### config.mk
export PLATFORM = sky130hd
export DESIGN_NAME = group_varint_encoder_core
export DESIGN_NICKNAME = d
export VERILOG_FILES = /design/src/hdl/gve_pkg.sv /design/src/hdl/gve_front.sv /design/src/hdl/gve_queue.sv /design/src/hdl/gve_emit.sv /design/src/hdl/group_varint_encoder_core.sv
export SDC_FILE = /design/constraint.sdc
export NUM_CORES = 1
export LEC_CHECK = 0
export BUFFER_PORTS_ARGS = -buffer_cell sky130_fd_sc_hd__clkbuf_2
export CAP_MARGIN = 40
export CORE_ASPECT_RATIO = 0.9
export CORE_MARGIN = 2
export CORE_UTILIZATION = 39
export CTS_CLUSTER_DIAMETER = 200
export DETAILED_ROUTE_END_ITERATION = 8
export SLEW_MARGIN = 0
export SYNTH_ARGS = -nofsm -noshare
export SYNTH_HDL_FRONTEND = slang
export SYNTH_HIERARCHICAL = 1
export SYNTH_SLANG_ARGS = --single-unit
### constraint.sdc
create_clock -name clk_i -period 7.45 [get_ports clk_i]
set_input_delay 0.3725 -clock clk_i [delete_from_list [all_inputs] [get_ports clk_i]]
set_output_delay 0.3725 -clock clk_i [all_outputs]
set_load 0.005 [all_outputs]
### src/hdl/gve_pkg.sv
// Shared types, constants and functions of the group varint encoder.
// Used by the front end, the command queue, the byte emitter and the top level.
package gve_pkg;

  localparam int unsigned QueueDepthDef = 2;
  localparam logic [7:0] Sentinel = 8'hF0;

  // One emission command: a header byte followed by one or two little-endian
  // words, each sent as len + 1 bytes.
  typedef struct packed {
    logic [7:0]  hdr;
    logic [31:0] w0;
    logic [1:0]  len0;
    logic [31:0] w1;
    logic [1:0]  len1;
    logic        has1;
    logic        last;
    logic        send;
  } cmd_t;

  function automatic logic [1:0] size_code(input logic [31:0] v);
    logic [1:0] c;
    if (v[31:8] == 24'd0) begin
      c = 2'd0;
    end else if (v[31:16] == 16'd0) begin
      c = 2'd1;
    end else if (v[31:24] == 8'd0) begin
      c = 2'd2;
    end else begin
      c = 2'd3;
    end
    return c;
  endfunction

endpackage

### src/hdl/gve_front.sv
// Front end: accepts values, keeps the four-entry window and turns it into
// emission commands. Depends on gve_pkg.
module gve_front (
  input  logic          clk_i,
  input  logic          rst_ni,
  input  logic          in_valid_i,
  output logic          in_ready_o,
  input  logic [31:0]   in_value_i,
  input  logic          in_final_i,
  output logic          push_o,
  output gve_pkg::cmd_t cmd_o,
  input  logic          full_i
);
  import gve_pkg::*;

  typedef enum logic {ST_IDLE, ST_WORK} state_e;

  state_e      state_q;
  logic [31:0] win_q [4];
  logic [2:0]  cnt_q;
  logic [2:0]  cnt_d;
  logic        fin_q;
  logic        four;
  logic        all_narrow;
  logic        n2;
  logic        do_cmd;
  logic [1:0]  c0;
  logic [1:0]  c1;
  cmd_t        cmd;

  assign in_ready_o = (state_q == ST_IDLE);

  always_comb begin
    four       = (cnt_q == 3'd4);
    all_narrow = (win_q[0][31:8] == 24'd0) && (win_q[1][31:8] == 24'd0) &&
                 (win_q[2][31:8] == 24'd0) && (win_q[3][31:8] == 24'd0);
    n2         = four || (cnt_q >= 3'd2);
    do_cmd     = four || (fin_q && (cnt_q != 3'd0));
    c0         = size_code(win_q[0]);
    c1         = size_code(win_q[1]);
    if (four && all_narrow) begin
      cmd.hdr  = Sentinel;
      cmd.w0   = {win_q[3][7:0], win_q[2][7:0], win_q[1][7:0], win_q[0][7:0]};
      cmd.len0 = 2'd3;
      cmd.w1   = win_q[1];
      cmd.len1 = 2'd0;
      cmd.has1 = 1'b0;
      cnt_d    = 3'd0;
    end else begin
      cmd.hdr  = {2'b00, (n2 ? c1 : 2'b00), 2'b00, c0};
      cmd.w0   = win_q[0];
      cmd.len0 = c0;
      cmd.w1   = win_q[1];
      cmd.len1 = c1;
      cmd.has1 = n2;
      cnt_d    = n2 ? cnt_q - 3'd2 : cnt_q - 3'd1;
    end
    cmd.last = !(fin_q && (cnt_d != 3'd0));
    cmd.send = cmd.last && fin_q;
  end

  assign cmd_o  = cmd;
  assign push_o = (state_q == ST_WORK) && do_cmd && !full_i;

  always_ff @(posedge clk_i or negedge rst_ni) begin
    if (!rst_ni) begin
      state_q <= ST_IDLE;
      cnt_q   <= 3'd0;
      fin_q   <= 1'b0;
    end else begin
      case (state_q)
        ST_IDLE: begin
          if (in_valid_i) begin
            cnt_q   <= cnt_q + 3'd1;
            fin_q   <= in_final_i;
            state_q <= ST_WORK;
          end
        end
        ST_WORK: begin
          if (!do_cmd) begin
            state_q <= ST_IDLE;
          end else if (!full_i) begin
            cnt_q <= cnt_d;
          end
        end
        default: state_q <= ST_IDLE;
      endcase
    end
  end

  always_ff @(posedge clk_i) begin
    if (state_q == ST_IDLE && in_valid_i) begin
      win_q[cnt_q[1:0]] <= in_value_i;
    end else if (push_o && n2) begin
      win_q[0] <= win_q[2];
      win_q[1] <= win_q[3];
    end
  end

endmodule

### src/hdl/gve_queue.sv
// Short command queue between the front end and the byte emitter.
// Depends on gve_pkg for the command type.
module gve_queue #(
  parameter int unsigned Depth = gve_pkg::QueueDepthDef
) (
  input  logic          clk_i,
  input  logic          rst_ni,
  input  logic          push_i,
  input  gve_pkg::cmd_t data_i,
  output logic          full_o,
  input  logic          pop_i,
  output gve_pkg::cmd_t data_o,
  output logic          empty_o
);
  import gve_pkg::*;

  localparam int unsigned PtrW = (Depth > 1) ? $clog2(Depth) : 1;
  localparam int unsigned CntW = $clog2(Depth + 1);
  localparam logic [PtrW-1:0] LastPtr = PtrW'(Depth - 1);
  localparam logic [CntW-1:0] FullCnt = CntW'(Depth);

  cmd_t            mem_q [Depth];
  logic [PtrW-1:0] wr_q;
  logic [PtrW-1:0] rd_q;
  logic [CntW-1:0] cnt_q;

  assign full_o  = (cnt_q == FullCnt);
  assign empty_o = (cnt_q == '0);
  assign data_o  = mem_q[rd_q];

  always_ff @(posedge clk_i or negedge rst_ni) begin
    if (!rst_ni) begin
      wr_q  <= '0;
      rd_q  <= '0;
      cnt_q <= '0;
    end else begin
      if (push_i) begin
        wr_q <= (wr_q == LastPtr) ? '0 : wr_q + 1'b1;
      end
      if (pop_i) begin
        rd_q <= (rd_q == LastPtr) ? '0 : rd_q + 1'b1;
      end
      if (push_i && !pop_i) begin
        cnt_q <= cnt_q + 1'b1;
      end else if (pop_i && !push_i) begin
        cnt_q <= cnt_q - 1'b1;
      end
    end
  end

  always_ff @(posedge clk_i) begin
    if (push_i) begin
      mem_q[wr_q] <= data_i;
    end
  end

endmodule

### src/hdl/gve_emit.sv
// Byte emitter: walks one command at a time and drives the registered
// byte output. Depends on gve_pkg.
module gve_emit (
  input  logic          clk_i,
  input  logic          rst_ni,
  input  logic          empty_i,
  input  gve_pkg::cmd_t cmd_i,
  output logic          pop_o,
  output logic          out_valid_o,
  input  logic          out_ready_i,
  output logic [7:0]    out_byte_o,
  output logic          out_last_o,
  output logic          out_end_o
);
  import gve_pkg::*;

  typedef enum logic [1:0] {PH_IDLE, PH_HDR, PH_DAT0, PH_DAT1} phase_e;

  phase_e     phase_q;
  cmd_t       cmd_q;
  logic [1:0] idx_q;
  logic       load;
  logic       fin;
  logic [7:0] byte_d;

  assign load = !out_valid_o || out_ready_i;

  always_comb begin
    fin    = 1'b0;
    byte_d = cmd_q.hdr;
    case (phase_q)
      PH_HDR:  byte_d = cmd_q.hdr;
      PH_DAT0: begin
        byte_d = cmd_q.w0[8*idx_q +: 8];
        fin    = (idx_q == cmd_q.len0) && !cmd_q.has1;
      end
      PH_DAT1: begin
        byte_d = cmd_q.w1[8*idx_q +: 8];
        fin    = (idx_q == cmd_q.len1);
      end
      default: byte_d = cmd_q.hdr;
    endcase
  end

  assign pop_o = load && !empty_i && ((phase_q == PH_IDLE) || fin);

  always_ff @(posedge clk_i or negedge rst_ni) begin
    if (!rst_ni) begin
      phase_q     <= PH_IDLE;
      idx_q       <= 2'd0;
      out_valid_o <= 1'b0;
      out_last_o  <= 1'b0;
      out_end_o   <= 1'b0;
    end else if (load) begin
      out_valid_o <= (phase_q != PH_IDLE);
      out_last_o  <= fin && cmd_q.last;
      out_end_o   <= fin && cmd_q.send;
      case (phase_q)
        PH_IDLE: begin
          if (!empty_i) begin
            phase_q <= PH_HDR;
          end
        end
        PH_HDR: begin
          phase_q <= PH_DAT0;
          idx_q   <= 2'd0;
        end
        PH_DAT0: begin
          if (idx_q == cmd_q.len0) begin
            idx_q <= 2'd0;
            if (cmd_q.has1) begin
              phase_q <= PH_DAT1;
            end else begin
              phase_q <= empty_i ? PH_IDLE : PH_HDR;
            end
          end else begin
            idx_q <= idx_q + 2'd1;
          end
        end
        PH_DAT1: begin
          if (idx_q == cmd_q.len1) begin
            idx_q   <= 2'd0;
            phase_q <= empty_i ? PH_IDLE : PH_HDR;
          end else begin
            idx_q <= idx_q + 2'd1;
          end
        end
        default: phase_q <= PH_IDLE;
      endcase
    end
  end

  always_ff @(posedge clk_i) begin
    if (load) begin
      out_byte_o <= byte_d;
    end
    if (pop_o) begin
      cmd_q <= cmd_i;
    end
  end

endmodule

### src/hdl/group_varint_encoder_core.sv
// Group varint encoder top level: front end, command queue and byte emitter.
// Depends on gve_pkg, gve_front, gve_queue and gve_emit.
//
// Input channel s_axis: one 32-bit value per transfer in tdata; tlast marks
// the value that ends the array and flushes the window. Output channel
// m_axis: one encoded byte per transfer in tdata (sentinel, header or data),
// tlast on the last byte caused by an input value, tuser on the last byte of
// the whole array. An input value that only fills the window causes no byte.
// The front end takes one value, then builds up to two commands from the
// window, one at a time, and goes back to idle before it takes the next
// value; a full queue holds it. The emitter sends one byte per cycle while
// the receiver takes each byte; the byte rate of the output port sets the
// sustained throughput. A transfer's first byte passes through the window,
// the queue and the emitter's command register. When the receiver stalls, the
// output byte holds, the queue fills and the front end stops taking values.
// Reset empties the window, the queue and the output register.
module group_varint_encoder_core #(
  parameter int unsigned QueueDepth = gve_pkg::QueueDepthDef
) (
  input  logic        clk_i,
  input  logic        rst_ni,
  input  logic        s_axis_tvalid,
  output logic        s_axis_tready,
  input  logic [31:0] s_axis_tdata,   // value [31:0]
  input  logic        s_axis_tlast,
  output logic        m_axis_tvalid,
  input  logic        m_axis_tready,
  output logic [7:0]  m_axis_tdata,   // out_byte [7:0]
  output logic        m_axis_tlast,
  output logic        m_axis_tuser    // stream_end [0]
);
  import gve_pkg::*;

  logic push;
  logic full;
  logic pop;
  logic empty;
  cmd_t cmd_in;
  cmd_t cmd_out;

  gve_front u_front (
    .clk_i      (clk_i),
    .rst_ni     (rst_ni),
    .in_valid_i (s_axis_tvalid),
    .in_ready_o (s_axis_tready),
    .in_value_i (s_axis_tdata),
    .in_final_i (s_axis_tlast),
    .push_o     (push),
    .cmd_o      (cmd_in),
    .full_i     (full)
  );

  gve_queue #(
    .Depth (QueueDepth)
  ) u_queue (
    .clk_i   (clk_i),
    .rst_ni  (rst_ni),
    .push_i  (push),
    .data_i  (cmd_in),
    .full_o  (full),
    .pop_i   (pop),
    .data_o  (cmd_out),
    .empty_o (empty)
  );

  gve_emit u_emit (
    .clk_i       (clk_i),
    .rst_ni      (rst_ni),
    .empty_i     (empty),
    .cmd_i       (cmd_out),
    .pop_o       (pop),
    .out_valid_o (m_axis_tvalid),
    .out_ready_i (m_axis_tready),
    .out_byte_o  (m_axis_tdata),
    .out_last_o  (m_axis_tlast),
    .out_end_o   (m_axis_tuser)
  );

endmodule

After elaboration in Yosys (flattened, before gate mapping)
Memories as Yosys holds them, arrays and structs flattened. A register that Yosys moved wholly into a read port is not among the register bits.
Index checks and enable logic that the tools add are counted.
{ "word_totals": {"register_bits": 24, "mem_bits_rw": 286, "in_bits": 37, "elab_cells": 130, "mem_count": 2} }
{ "classes": {"addsub": 8, "magnitude_cmp": 1, "n_eq_ne": 13, "n_shift": 2, "muxes": 42, "bitwise_logic": 1, "reduce_logical": 49} }
{ "mem_list": {"columns": ["name", "depth", "word_bits", "rd", "rd_clocked_by_memory_dff", "write_ports", "line_no", "rtl"], "rows": [
  ["u_queue.mem_q", 2, 79, 1, 1, 1, "gve_queue.sv:22", "cmd_t mem_q [Depth];"],
  ["u_front.win_q", 4, 32, 4, 0, 2, "gve_front.sv:19", "logic [31:0] win_q [4];"]
]} }
{ "op_table": {"columns": ["operator", "count"], "rows": [
  ["zero test 24 bit", 4],
  ["2-to-1 mux 77 bit", 1],
  ["variable part select 32 x 6 -> 8 bit", 2],
  ["zero test 16 bit", 2],
  ["2-to-1 mux 32 bit", 1],
  ["OR reduction 32 bit", 1],
  ["2-to-1 mux 2 bit", 14],
  ["logical AND 1 bit", 18],
  ["zero test 8 bit", 2],
  ["case mux 8 bit (2 select lines)", 1],
  ["2-to-1 mux 1 bit", 15],
  ["2-to-1 mux 3 bit", 5],
  ["nonzero test 3 bit", 3],
  ["inequality test 2 bit, second input constant", 4],
  ["case mux 2 bit (4 select lines)", 1],
  ["zero test 1 bit", 7],
  ["== test 2 bit, second input constant", 3],
  ["case mux 2 bit (3 select lines)", 1],
  ["case mux 3 bit (2 select lines)", 1],
  ["adder 2 x 1 -> 2 bit, second input constant", 2],
  ["== test 2 bit", 2],
  ["zero test 2 bit", 2],
  ["logical OR 1 bit", 4],
  ["inequality test 2 x 1 -> 1 bit, second input constant", 2],
  ["other kinds (14)", 18]
]} }

Longest topological paths before layout
{ "depth": {"ltp_word": 11, "depth_mapped": 11, "ltp_nobuf": 10} }

Hierarchy
The synthesis kept the hierarchy.
{ "modules_own_cells": {"columns": ["module", "instances", "cells_per_inst", "area_per_inst_um2", "seq_area_each_um2"], "rows": [
  ["gve_queue", 1, 262, 6288.5, 4844.6],
  ["gve_front", 1, 442, 5587.9, 3968.8],
  ["gve_emit", 1, 256, 3668.5, 2787.7]
]} }

Worst setup path before layout
No wires, ideal clock.
{ "synth_timing": {"path_type": "register to register", "startpoint": "register u_emit.idx_q[0]", "endpoint": "register u_queue.cnt_q[1]", "setup_time_ps": 79, "arrival_time_ps": 5337, "slack_ps": 2034, "path_stages_with_launch": 12, "n_path_buf": 1, "synth_period_minus_slack_ps": 5416, "path_cell_list": "dfrtp_1 > buf_6 > xor2_1 > or3_1 > nor2_1 > o21ai_1 > a211oi_2 > inv_1 > ha_1 > xor2_1 > nor2_1 > xor2_1"} }
{ "synth_via": {"elab_chain_cells": 8, "elab_cells_between_ends": 11} }
{ "synth_lines": {"columns": ["element", "line_no", "rtl"], "rows": [
  ["from (decl)", "gve_emit.sv:21", "logic [1:0] idx_q;"],
  ["from (signal assigned)", "gve_emit.sv:77", "idx_q <= idx_q + 2'd1;"],
  ["from (signal assigned)", "gve_emit.sv:85", "idx_q <= idx_q + 2'd1;"],
  ["== test 2 bit", "gve_emit.sv:35", "fin = (idx_q == cmd_q.len0) && !cmd_q.has1;"],
  ["logical AND 1 bit", "gve_emit.sv:35", null],
  ["case mux 1 bit (2 select lines) *", "gve_emit.sv:31", "case (phase_q)"],
  ["logical OR 1 bit *", "gve_emit.sv:45", "assign pop_o = load && !empty_i && ((phase_q == PH_IDLE) || fin);"],
  ["logical AND 1 bit *", "gve_emit.sv:45", null],
  ["named net pop", "group_varint_encoder_core.sv:36", "logic pop;"],
  ["zero test 1 bit", "gve_queue.sv:43", "if (push_i && !pop_i) begin"],
  ["logical AND 1 bit", "gve_queue.sv:43", null],
  ["2-to-1 mux 2 bit / nonzero test 2 bit (equally long branches)", null, null],
  ["to (signal assigned)", "gve_queue.sv:44", "cnt_q <= cnt_q + 1'b1;"],
  ["to (signal assigned)", "gve_queue.sv:46", "cnt_q <= cnt_q - 1'b1;"],
  ["to (decl)", "gve_queue.sv:25", "logic [CntW-1:0] cnt_q;"]
]} }
Mark *: on every way through the listed nets, which the timed path passes. The rest lies on a longest branch.
A chain may end at the register's enable or synchronous reset.

Worst setup path after layout
{ "layout_timing": {"startpoint": "register u_front.cnt_q[0]", "endpoint": "memory u_queue/mem_q[0][74] in the netlist's numbering, enable pin"} }
{ "layout_via": {"elab_chain_cells": 7, "elab_cells_between_ends": 8} }
{ "layout_lines": {"columns": ["element", "line_no", "rtl"], "rows": [
  ["from (decl)", "gve_front.sv:20", "logic [2:0] cnt_q;"],
  ["from (signal assigned)", "gve_front.sv:74", "cnt_q <= cnt_q + 3'd1;"],
  ["from (signal assigned)", "gve_front.sv:83", "cnt_q <= cnt_d;"],
  ["nonzero test 3 bit", "gve_front.sv:38", "do_cmd = four || (fin_q && (cnt_q != 3'd0));"],
  ["logical AND 1 bit", "gve_front.sv:38", null],
  ["logical OR 1 bit *", "gve_front.sv:38", null],
  ["logical AND 1 bit * (2 in series)", "gve_front.sv:63", "assign push_o = (state_q == ST_WORK) && do_cmd && !full_i;"],
  ["named net push", "group_varint_encoder_core.sv:34", "logic push;"],
  ["2-to-1 mux 1 bit *", "gve_queue.sv:52", "if (push_i) begin"],
  ["2-to-1 mux 1 bit (not written as such) *", "gve_queue.sv:53", "mem_q[wr_q] <= data_i;"],
  ["to (decl)", "gve_queue.sv:22", null]
]} }
Marked as above.

==> run_results.csv <==
group,metric,value,unit
global_routing,grt_usage,0.152,
clock_network,htree_levels,2,
final_layout,seq_area,11600,sq um
pwr,switchingPower,2.27,mW
yosys,synth_flop_cell,"edfxtp_1",
sta,slew_headroom,0.410,
clock_network,cts.sinks,389,
pwr,p_total,7.54,mW
clock_network,cts_buffers,40,
final_layout,drive_above_1_share,0.205,
placed_design,placed_area,16200,sq um
yosys,syn_area_per_cell,16.2,sq um
yosys,yosysMostFrequentCell,"edfxtp_1",
pwr,p_leak,6.42,nW
critical_path,worstRegToRegCells,7,
sta,finalMaxSlewViolations,0,
route,drc,0,
pwr,clkPwrFrac,0.265,
sta,fin_crit,3290,ps
global_routing,grt_pass1_wl,47800,um
worst_hold_path,worstHoldStart,"s_axis_tdata[21]",
critical_path,arrival,3440,ps
yosys,ys_seq_area_frac,0.746,
final_layout,syn2layout_area_growth,12.6,%
route,ant_nets,0,
floorplan,die_h,193,um
clock_network,hold_buffers,1,
sta,tightest_slew,885,ps
placed_design,place.gp.congestion,0.828,
yosys,synth_area_leaders,"edfxtp_1 72%, mux2_4 7.6%, nand2_1 5.6%",
critical_path,critPathRequiredTime,7590,ps
final_layout,instances_no_fill,1582,
yosys,ys_ff_latch,389,
route,vias_per_cell,4.94,
critical_path,cp_max_fo,56,
critical_path,r2r-end,"u_queue/mem_q[0][74]",
final_layout,final.fill_count,3467,
critical_path,crit_start,"u_front/cnt_q[0]",
clock_network,cts_resized,0,
yosys,synth_edf_count,373,
sta,setup_violations,0,
placed_design,dp_hpwl,20700,um
yosys,synth_commonest_cells,"373 x edfxtp_1, 231 x nand2_1, 79 x mux2_4, 26 x a21o_1, 21 x nand3_1",
global_routing,use_met3,0.0242,
floorplan,dieWidth,214,um
sta,finalHoldViolCount,0,
sta,fin_crit_sh,0.442,
yosys,synth.cell_area,15500,sq um
global_routing,grt_max_degree,65,
clock_network,cts_root_buf,"clkbuf_16",
worst_hold_path,whs_endpoint,"u_front/win_q[2][21]",
route,drt-total-wl,31400,um
clock_network,cts.clk_slew.worst_paths,60,ps
floorplan,die-area,41500,sq um
job,max_cap_violations,0,
yosys,synth_cell_types,55,
floorplan,start_util,0.395,
critical_path,reg2reg_from,"u_front/cnt_q[0]",
clock_network,cts.path.max_buffers,3,
placed_design,dp_cells,1508,
pwr,p_int,5.26,mW
yosys,syn_inst,960,
clock_network,cts_tree,"done",
global_routing,grt_antenna_before_repair,1,
pwr,vdd_drop_max,207,uV
sta,finalClockSkew,28.3,ps
floorplan,core,39400,sq um
critical_path,critical_path_class,"flip-flop to flip-flop",
critical_path,reg2reg_slack,4160,ps
sta,tns,0,ps
route,firstDrtPassIters,5,
global_routing,top_usage_layer,"met2",
yosys,synthArstFlopShare,0.0411,
critical_path,start_kind,"flip-flop",
placed_design,place_worst_setup_slack,4140,ps
pwr,swShare,0.301,
worst_hold_path,hp-class,"primary input to flip-flop",
critical_path,cp-end-kind,"flip-flop",
clock_network,worstSkewPairLatency,540,ps
floorplan,rows,69,
pwr,power.share.sequential,0.493,
pwr,powerDensity,430,nW/um^2
yosys,synth_top_cell_area_share,0.721,
route,wire_per_inst,19.9,um
final_layout,fin_nets,1063,
sta,fin_ws,4160,ps
yosys,yosysWarnings,6,
placed_design,io_buffers,48,
global_routing,first_global_vias,7729,
clock_network,post_cts_buffers,0,
outcome,status,"finished, final reports clean",
yosys,yosys.area.top_type,"edfxtp_1",
worst_hold_path,hold_depth,1,
global_routing,grt-ovfl-total,0,
floorplan,pin_count,49,
sta,fmax,0.304,GHz
sta,grt_setup_unrepaired,"no",
final_layout,multi_input_area,3450,sq um
route,vias,7809,
pwr,combPwrFrac,0.241,
global_routing,use_met2,0.230,
route,drtIter0Drc,528,
global_routing,global_route.usage.met1,0.230,
final_layout,design_area,17500,sq um
[power groups by stage]
stage / sequential, mW / combinational (mW) / clock (mW)
3_3_place_gp: 3.75 / 1.81 / 0
6_report: 3.72 / 1.82 / 2.00
4_1_cts: 3.72 / 1.85 / 2.04
5_1_grt: 3.78 / 2.01 / 2.13
2_1_floorplan: 3.57 / 1.50 / 0
3_5_place_dp: 3.77 / 1.85 / 0
[final cells by class]
type	instances	area share
Clock buffer	54	0.0625
Multi-Input combinational cell	504	0.197
Antenna cell	1	0.000143
Tap cell	532	0.0380
Sequential cell	389	0.663
Clock inverter	18	0.0126
Inverter	18	0.00386
Timing Repair Buffer	66	0.0227
[worst max-delay path by stage]
stage,endpoint,slack (ps),depth (start not counted)
3_5_place_dp,u_queue/mem_q[0][46],4140,7
6_report,u_queue/mem_q[0][74],4160,7
4_1_cts,u_queue/mem_q[0][46],4120,7
2_1_floorplan,u_queue/cnt_q[1],2030,11
3_3_place_gp,u_queue/mem_q[0][46],4210,7
5_1_grt,u_queue/mem_q[0][19],3960,7
[through the flow]
step,hold WS [ps],util
after floorplan,76.9,-
after global placement,352,0.410
after detailed placement,359,0.411
after CTS,16.9,0.445
after global routing,31.0,0.445
final,41.1,0.445
[metal layers]
| metal | routed length, um | up-vias | part of all wire |
|---|---|---|---|
| li1 | - | 3661 | - |
| met1 | 15200 | 3908 | 0.48 |
| met2 | 14200 | 205 | 0.45 |
| met3 | 1600 | 35 | 0.051 |
| met4 | 406 | 0 | 0.013 |
| met5 | 0 | - | 0 |
[worst max-delay path, cell delays in order, from the launching register on]
cell,delay (ps)
dfrtp_1,440
inv_2,80
ha_1,260
mux2_1,240
nand3b_1,230
inv_2,190
nor2b_4,660
buf_4,770
[logic make-up after synthesis]
logic type | count (synthesis) | synth area share
xor+xnor | 9 | 0.00507
fa+ha+maj | 7 | 0.00563
mux | 91 | 0.0842
compound gates | 67 | 0.0313
other cells | 1 | 0.000241
simple gates | 328 | 0.0943
buf+inv | 68 | 0.0329
flops | 389 | 0.746
[cell usage in the layout, fill, tap and decap left out, drive strengths merged, types with 2 or more instances in the layout]
master  instances
a21o           26
a21oi           4
a31o            2
a32oi           8
and2            5
and3            2
buf            17
bufinv          5
clkbuf        102
clkinv         11
conb            2
dfrtp          16
edfxtp        373
ha              7
inv            20
mux2           81
mux2i          10
nand2         231
nand2b          2
nand3          21
nand3b          2
nand4          12
nor2            8
nor2b           5
nor3            9
nor4           22
o211ai          2
o21ai          14
o31ai           3
or2             2
or3             2
xor2            8
[sequential cells by signal, indices dropped and copies added (netlist names), 2 cells and up]
signal and count:
u_emit/phase_q 2, u_queue/cnt_q 2, u_emit/cmd_q 79, u_emit/idx_q 2, u_front/win_q 128, u_queue/mem_q 158, u_front/cnt_q 3, u_emit/out_byte_o 8
Power figures use the tool's default switching activity.
